==> src/sv/tmrg_pkg.sv <==
// Shared types, constants and the control store for the table mixing generator.
// Depends on nothing; the core, the sequencer and the datapath import it.
package tmrg_pkg;

    localparam int unsigned UPC_W = 4;
    typedef logic [UPC_W-1:0] t_upc;

    localparam logic [31:0] GOLDEN_STEP = 32'h9e37_79b9;
    localparam int unsigned SHL_ODD    = 13;
    localparam int unsigned SHR_EVEN   = 6;
    localparam int unsigned T_RD_SHIFT = 2;
    localparam int unsigned T_WR_SHIFT = 10;
    localparam int unsigned Y_RD_SHIFT = 16;

    typedef enum logic [1:0] {RA_IDX, RA_T, RA_Y} t_ra_sel;
    typedef enum logic {WA_IDX, WA_T} t_wa_sel;
    typedef enum logic [1:0] {WD_ZERO, WD_ACC, WD_Y, WD_MIX} t_wd_sel;
    typedef enum logic [1:0] {JMP_NONE, JMP_ALWAYS, JMP_LOOP} t_jmp;

    // Control store addresses.
    localparam t_upc U_CLEAR      = 4'd0;
    localparam t_upc U_IDLE       = 4'd1;
    localparam t_upc U_RESEED     = 4'd2;
    localparam t_upc U_RESEED_END = 4'd3;
    localparam t_upc U_D0         = 4'd4;
    localparam t_upc U_D1         = 4'd5;
    localparam t_upc U_D2         = 4'd6;
    localparam t_upc U_D3         = 4'd7;
    localparam t_upc U_D4         = 4'd8;
    localparam t_upc U_D5         = 4'd9;
    localparam t_upc U_EMIT       = 4'd10;

    typedef struct packed {
        logic    halt;
        logic    emit;
        t_ra_sel ra_sel;
        logic    wr_en;
        t_wa_sel wa_sel;
        t_wd_sel wd_sel;
        logic    ld_rt;
        logic    ld_y;
        logic    acc_step;
        logic    inc_idx;
        t_jmp    jmp;
        t_upc    target;
    } t_ctrl;

    typedef struct packed {
        logic idx_last;
        logic idx_zero;
    } t_status;

    // One control word per step. Unused addresses fall back to idle.
    function automatic t_ctrl ucode(input t_upc addr);
        t_ctrl c;
        c = '0;
        case (addr)
            U_CLEAR: begin
                c.wr_en   = 1'b1;
                c.wd_sel  = WD_ZERO;
                c.inc_idx = 1'b1;
                c.jmp     = JMP_LOOP;
                c.target  = U_CLEAR;
            end
            U_IDLE: begin
                c.halt = 1'b1;
            end
            U_RESEED: begin
                c.wr_en    = 1'b1;
                c.wd_sel   = WD_ACC;
                c.acc_step = 1'b1;
                c.inc_idx  = 1'b1;
                c.jmp      = JMP_LOOP;
                c.target   = U_RESEED;
            end
            U_RESEED_END: begin
                c.jmp    = JMP_ALWAYS;
                c.target = U_IDLE;
            end
            U_D0: begin
                c.ra_sel = RA_IDX;
            end
            U_D1: begin
                c.ld_rt = 1'b1;
            end
            U_D2: begin
                c.ra_sel = RA_T;
            end
            U_D3: begin
                c.wr_en  = 1'b1;
                c.wa_sel = WA_IDX;
                c.wd_sel = WD_Y;
                c.ld_y   = 1'b1;
            end
            U_D4: begin
                c.ra_sel = RA_Y;
            end
            U_D5: begin
                c.wr_en   = 1'b1;
                c.wa_sel  = WA_T;
                c.wd_sel  = WD_MIX;
                c.inc_idx = 1'b1;
                c.jmp     = JMP_LOOP;
                c.target  = U_D0;
            end
            U_EMIT: begin
                c.emit   = 1'b1;
                c.jmp    = JMP_ALWAYS;
                c.target = U_IDLE;
            end
            default: begin
                c.jmp    = JMP_ALWAYS;
                c.target = U_IDLE;
            end
        endcase
        return c;
    endfunction

endpackage

==> src/sv/tmrg_useq.sv <==
// Microcode sequencer: step counter, control store lookup and jump logic.
// Depends on tmrg_pkg.
module tmrg_useq
    import tmrg_pkg::*;
(
    input  logic    i_clk,
    input  logic    i_rst_n,
    input  logic    i_start,
    input  logic    i_draw,
    input  logic    i_out_full,
    input  t_status i_status,
    output t_ctrl   o_ctrl
);

    t_upc  r_upc;
    t_upc  n_upc;
    t_ctrl w_word;
    logic  w_stall;

    assign w_word  = ucode(r_upc);
    assign w_stall = w_word.emit && i_out_full;

    // While the result slot is occupied the emit step waits and does nothing.
    always_comb begin
        o_ctrl = w_word;
        if (w_stall) begin
            o_ctrl.emit = 1'b0;
        end
    end

    always_comb begin
        n_upc = r_upc;
        if (w_word.halt) begin
            if (i_start) begin
                n_upc = i_draw ? U_D0 : U_RESEED;
            end
        end else if (!w_stall) begin
            case (w_word.jmp)
                JMP_NONE:   n_upc = r_upc + 1'b1;
                JMP_ALWAYS: n_upc = w_word.target;
                JMP_LOOP:   n_upc = i_status.idx_last ? r_upc + 1'b1 : w_word.target;
                default:    n_upc = U_IDLE;
            endcase
        end
    end

    always_ff @(posedge i_clk) begin
        if (!i_rst_n) begin
            r_upc <= U_CLEAR;
        end else begin
            r_upc <= n_upc;
        end
    end

endmodule

==> config.mk <==
export PLATFORM = sky130hd
export DESIGN_NAME = tmrg_useq
export DESIGN_NICKNAME = d
export VERILOG_FILES = /design/src/sv/tmrg_pkg.sv /design/src/sv/tmrg_useq.sv
export SDC_FILE = /design/constraint.sdc
export NUM_CORES = 1
export LEC_CHECK = 0
export BUFFER_PORTS_ARGS = -buffer_cell sky130_fd_sc_hd__buf_4
export CAP_MARGIN = 15
export CORE_MARGIN = 5
export CORE_UTILIZATION = 25
export CTS_CLUSTER_DIAMETER = 150
export CTS_CLUSTER_SIZE = 8
export DETAILED_ROUTE_END_ITERATION = 16
export GPL_TIMING_DRIVEN = 1
export PLACE_DENSITY = 0.45
export SYNTH_ARGS = -nofsm -noshare
export SYNTH_HDL_FRONTEND = slang
export SYNTH_SLANG_ARGS = --single-unit
==> constraint.sdc <==
create_clock -name i_clk -period 2.14 [get_ports i_clk]
set_input_delay 0.428 -clock i_clk [delete_from_list [all_inputs] [get_ports i_clk]]
set_output_delay 0.428 -clock i_clk [all_outputs]
set_load 0.05 [all_outputs]
* Yosys cells after proc, flatten, opt, wreduce, memory -nomap -nowiden
Cells that the tools add are included.
Storage, ports and cells: bits in registers 4, bits of input ports 7, output and inout bits 18, logic and storage cells 40
Cells by class: add/sub/neg operators 1, eq/ne operators 13, mux-type cells 18, reductions and logical operators 7
Operator list (count):
- case mux 6 bit (4 select lines) | 1
- == test 4 x 3 -> 1 bit (second input constant) | 4
- two-way mux 4 bit | 4
- == test 4 bit (second input constant) | 3
- case mux 4 bit (3 select lines) | 1
- two-way mux 1 bit | 9
- case mux 2 bit (3 select lines) | 1
- OR reduction 6 bit | 1
- adder 4 x 1 -> 4 bit (second input constant) | 1
- == test 4 x 1 -> 1 bit (second input constant) | 1
- == test 4 x 2 -> 1 bit (second input constant) | 1
- logical NOT 4 bit | 1
- != test 2 bit (second input constant) | 2
- case mux 2 bit (2 select lines) | 1
- OR reduction 4 bit | 1
- two-way mux 3 bit | 1
- OR reduction 3 bit | 1
- == test 2 x 1 -> 1 bit (second input constant) | 1
- == test 2 bit (second input constant) | 1
- logical NOT 2 bit | 1
- AND reduction 2 bit | 1
- logical AND 1 bit | 1

* Longest topological paths before layout
depth in word-level cells 7, mapped depth 6, gate-level depth less buffers 6

* Least setup slack after synthesis
No wires, ideal clock.
path type register to output, start register r_upc[1], end output port o_ctrl[13] in the netlist's numbering, data arrival time 2002 ps, required time 1712 ps, path slack -290 ps, cell stages (with the launch flop) 6, buffers on the path 0, cells stage by stage dfxtp_1 > inv_1 > ha_1 > or2b_1 > nand2_1 > o21ai_0
RTL lines:
- from (decl) | RTL line tmrg_useq.sv:15 | t_upc r_upc;
- from (signal assigned) | RTL line tmrg_useq.sv:51 | r_upc <= n_upc;
- to (decl) | RTL line tmrg_useq.sv:12 | output t_ctrl o_ctrl

==> impl_metrics.json <==
{
  "worstPathRequired_ns": 1.71,
  "largest_reg_flops": 4,
  "ir_worst_vdd_mv": 1.11,
  "period_share_pct": 95.7,
  "status": "complete, no violations",
  "async_flop_share_pct": 0,
  "drc": 0,
  "cts_made_buffers": 3,
  "r2r_cells": 7,
  "htreeDepth": 1,
  "start_util_pct": 26.8,
  "routed_wl_um": 1480,
  "layout-drive-gt1-share_pct": 43.6,
  "maxSlewViolCount": 0,
  "grt_pass1_wl_um": 2480,
  "routedWlPerCell_um": 12.2,
  "crit_slowest_cell": "dfxtp_1",
  "syn_area_um2": 542,
  "reg_top3": "r_upc (4)",
  "fill_cells": 233,
  "path_delay_family": "simple AND/OR/NAND/NOR gates",
  "worstHoldPathCells": 3,
  "hp-class": "in -> reg",
  "holdBufCountCts": 0,
  "syn-instance-count": 73,
  "ant_nets": 0,
  "core_area_mm2": 0.00202,
  "final_common_cell": "buf_4",
  "grt_max_degree": 12,
  "path_clk_slew_ns": 0.04,
  "ys_ff_latch": 4,
  "total_power_uw": 1220,
  "worstPathMaxFanout": 11,
  "crit_buf_inv": 2,
  "p_per_area_mw_per_mm2": 1640,
  "rr_endpoint": "r_upc[1]$_SDFFE_PN0P_",
  "syn_nets": 84,
  "final.setup_skew_ns": 0.00276,
  "clk-insertion-delay-late_ns": 0.23,
  "diodes": 0,
  "io_buffers": 22,
  "fp.dieW_um": 56.6,
  "cp.arrival_ns": 1.62,
  "cts_buffer_depth": 2,
  "min_to": "r_upc[3]$_SDFFE_PN0P_",
  "fmax_mhz": 488,
  "design_area_um2": 748,
  "path_cells": "and2b_1 -> nand2_1 -> inv_1 -> or2_2 -> buf_4",
  "nNetsFinal": 107,
  "rows": 16,
  "crit_path_end_kind": "output pin",
  "grt_pass1_vias": 517,
  "slowest_delay_ns": 0.53,
  "hold_viol_final": 0,
  "min_from": "i_out_full",
  "synth_warnings": 0,
  "place_area_um2": 709,
  "gr-usage-all-layers_pct": 9.44,
  "drt_iter0_drc": 18,
  "hpwl_um": 1210,
  "syn_to_final_growth_pct": 38.1,
  "gp_congestion": 0.727,
  "crit_type": "reg -> out",
  "reg2reg_from": "r_upc[0]$_SDFFE_PN0P_",
  "clockRootBuffer": "clkbuf_4",
  "reg2reg_slack_ns": 0.55,
  "dr.pass1.iters": 4,
  "tns_ns": 0,
  "syn_area_per_cell_um2": 7.42,
  "postCtsSetupBuffers": 0,
  "io_pins": 25,
  "fin_crit_ns": 2.05,
  "routed_via_density": 4.53,
  "synth_cell_types": 37,
  "tritoncts": "done",
  "rsz0062_at_grt": "no",
  "maxCapViolCount": 0,
  "synth_edf_count": 0,
  "top_register": "r_upc",
  "grt.overflow.total": 0,
  "worstSetupStartpointType": "register",
  "die_y_um": 56.6,
  "cts_resized": 4,
  "setup_viol": 0,
  "cts_num_sinks": 4,
  "vias": 548,
  "mostFrequentLayoutCells": "buf_4 (24), nor2_1 (6), and2_1 (5), nand2_1 (5)",
  "p_leak_uw": 0.000351,
  "antenna_found_initial": 0,
  "dieArea_mm2": 0.00320,
  "seq_area_frac_synth_pct": 14.8,
  "synthFlopType": "dfxtp_1"
}
worst max path at each step:
stage	startpoint	to	slack, ns	cells after the start
after floorplan	r_upc[1]$_SDFFE_PN0P_	o_ctrl[13]	0.09	5
after global placement	r_upc[0]$_SDFFE_PN0P_	o_ctrl[13]	0.21	6
after detailed placement	r_upc[0]$_SDFFE_PN0P_	o_ctrl[13]	0.19	6
after CTS	r_upc[0]$_SDFFE_PN0P_	o_ctrl[13]	0.01	6
after global routing	r_upc[3]$_SDFFE_PN0P_	o_ctrl[11]	0.0009	5
final	r_upc[3]$_SDFFE_PN0P_	o_ctrl[11]	0.09	5
stage by stage:
step / setup slack, ns / util [%] / instances / hold WS (ns)
detailed placement: 0.189 / 35.1 / 118 / 0.530
CTS: 0.0118 / 36.5 / 121 / 0.491
global route: 0.000870 / 37.0 / 121 / 0.496
finish: 0.0923 / 37.0 / 121 / 0.490
floorplan: 0.0880 / - / 73 / 0.495
global placement: 0.212 / 35.1 / 118 / 0.524
layout make-up:
type | instances | area [µm²] | share of cell area (%)
Inverter | 4 | 15.0 | 2.01
Multi-Input combinational cell | 59 | 410 | 54.8
Sequential cell | 4 | 86.3 | 11.5
Clock buffer | 3 | 22.5 | 3.01
Timing Repair Buffer | 24 | 180 | 24.1
Tap cell | 27 | 33.8 | 4.52
kinds of logic after synthesis:
kind of cell / Yosys count / synth area share [%]
buffers and inverters: 10 / 11.3
adder cells (fa/ha/maj): 4 / 9.24
AND/OR/NAND/NOR: 39 / 43.2
other: 1 / 0.692
flip-flops: 4 / 14.8
AO/OA/AOI/OAI: 14 / 19.2
XOR/XNOR: 1 / 1.62
cells in the mapped netlist (all sizes together) (2+ instances only):
cell    instances  area share (%)
nor2            6             4.2
dfxtp           4              15
o21ai           4             4.4
nand2           7             5.3
inv             4             2.8
or2             2             2.3
o211ai          2             2.8
nand3           5             6.9
buf             6             8.5
ha              4             9.2
and2b           2             2.8
and2            5             5.8
nor2b           3             3.5
worst reg2reg max path: cells and delay by family, from the launching register on:
family / cells / cell delay, ns
buf+inv: 2 / 0.22
flops: 1 / 0.36
fa+ha+maj: 1 / 0.23
simple gates: 2 / 0.41
compound gates: 2 / 0.25
routing by layer:
layer  vias up  wire length (µm)  share of wire, %  track usage (%)
met3         2               135               9.2             2.52
met4         0                 6              0.41             3.05
li1        288                 -                 -                -
met5         -                 0                 0                0
met1       235               701                48             13.6
met2        23               630                43             13.4
power breakdown:
part	switching (µW)	total [µW]	internal [µW]
clock network	30.5	93.3	62.7
registers	38.6	145	107
logic	662	986	324
Power figures use the tool's default switching activity.
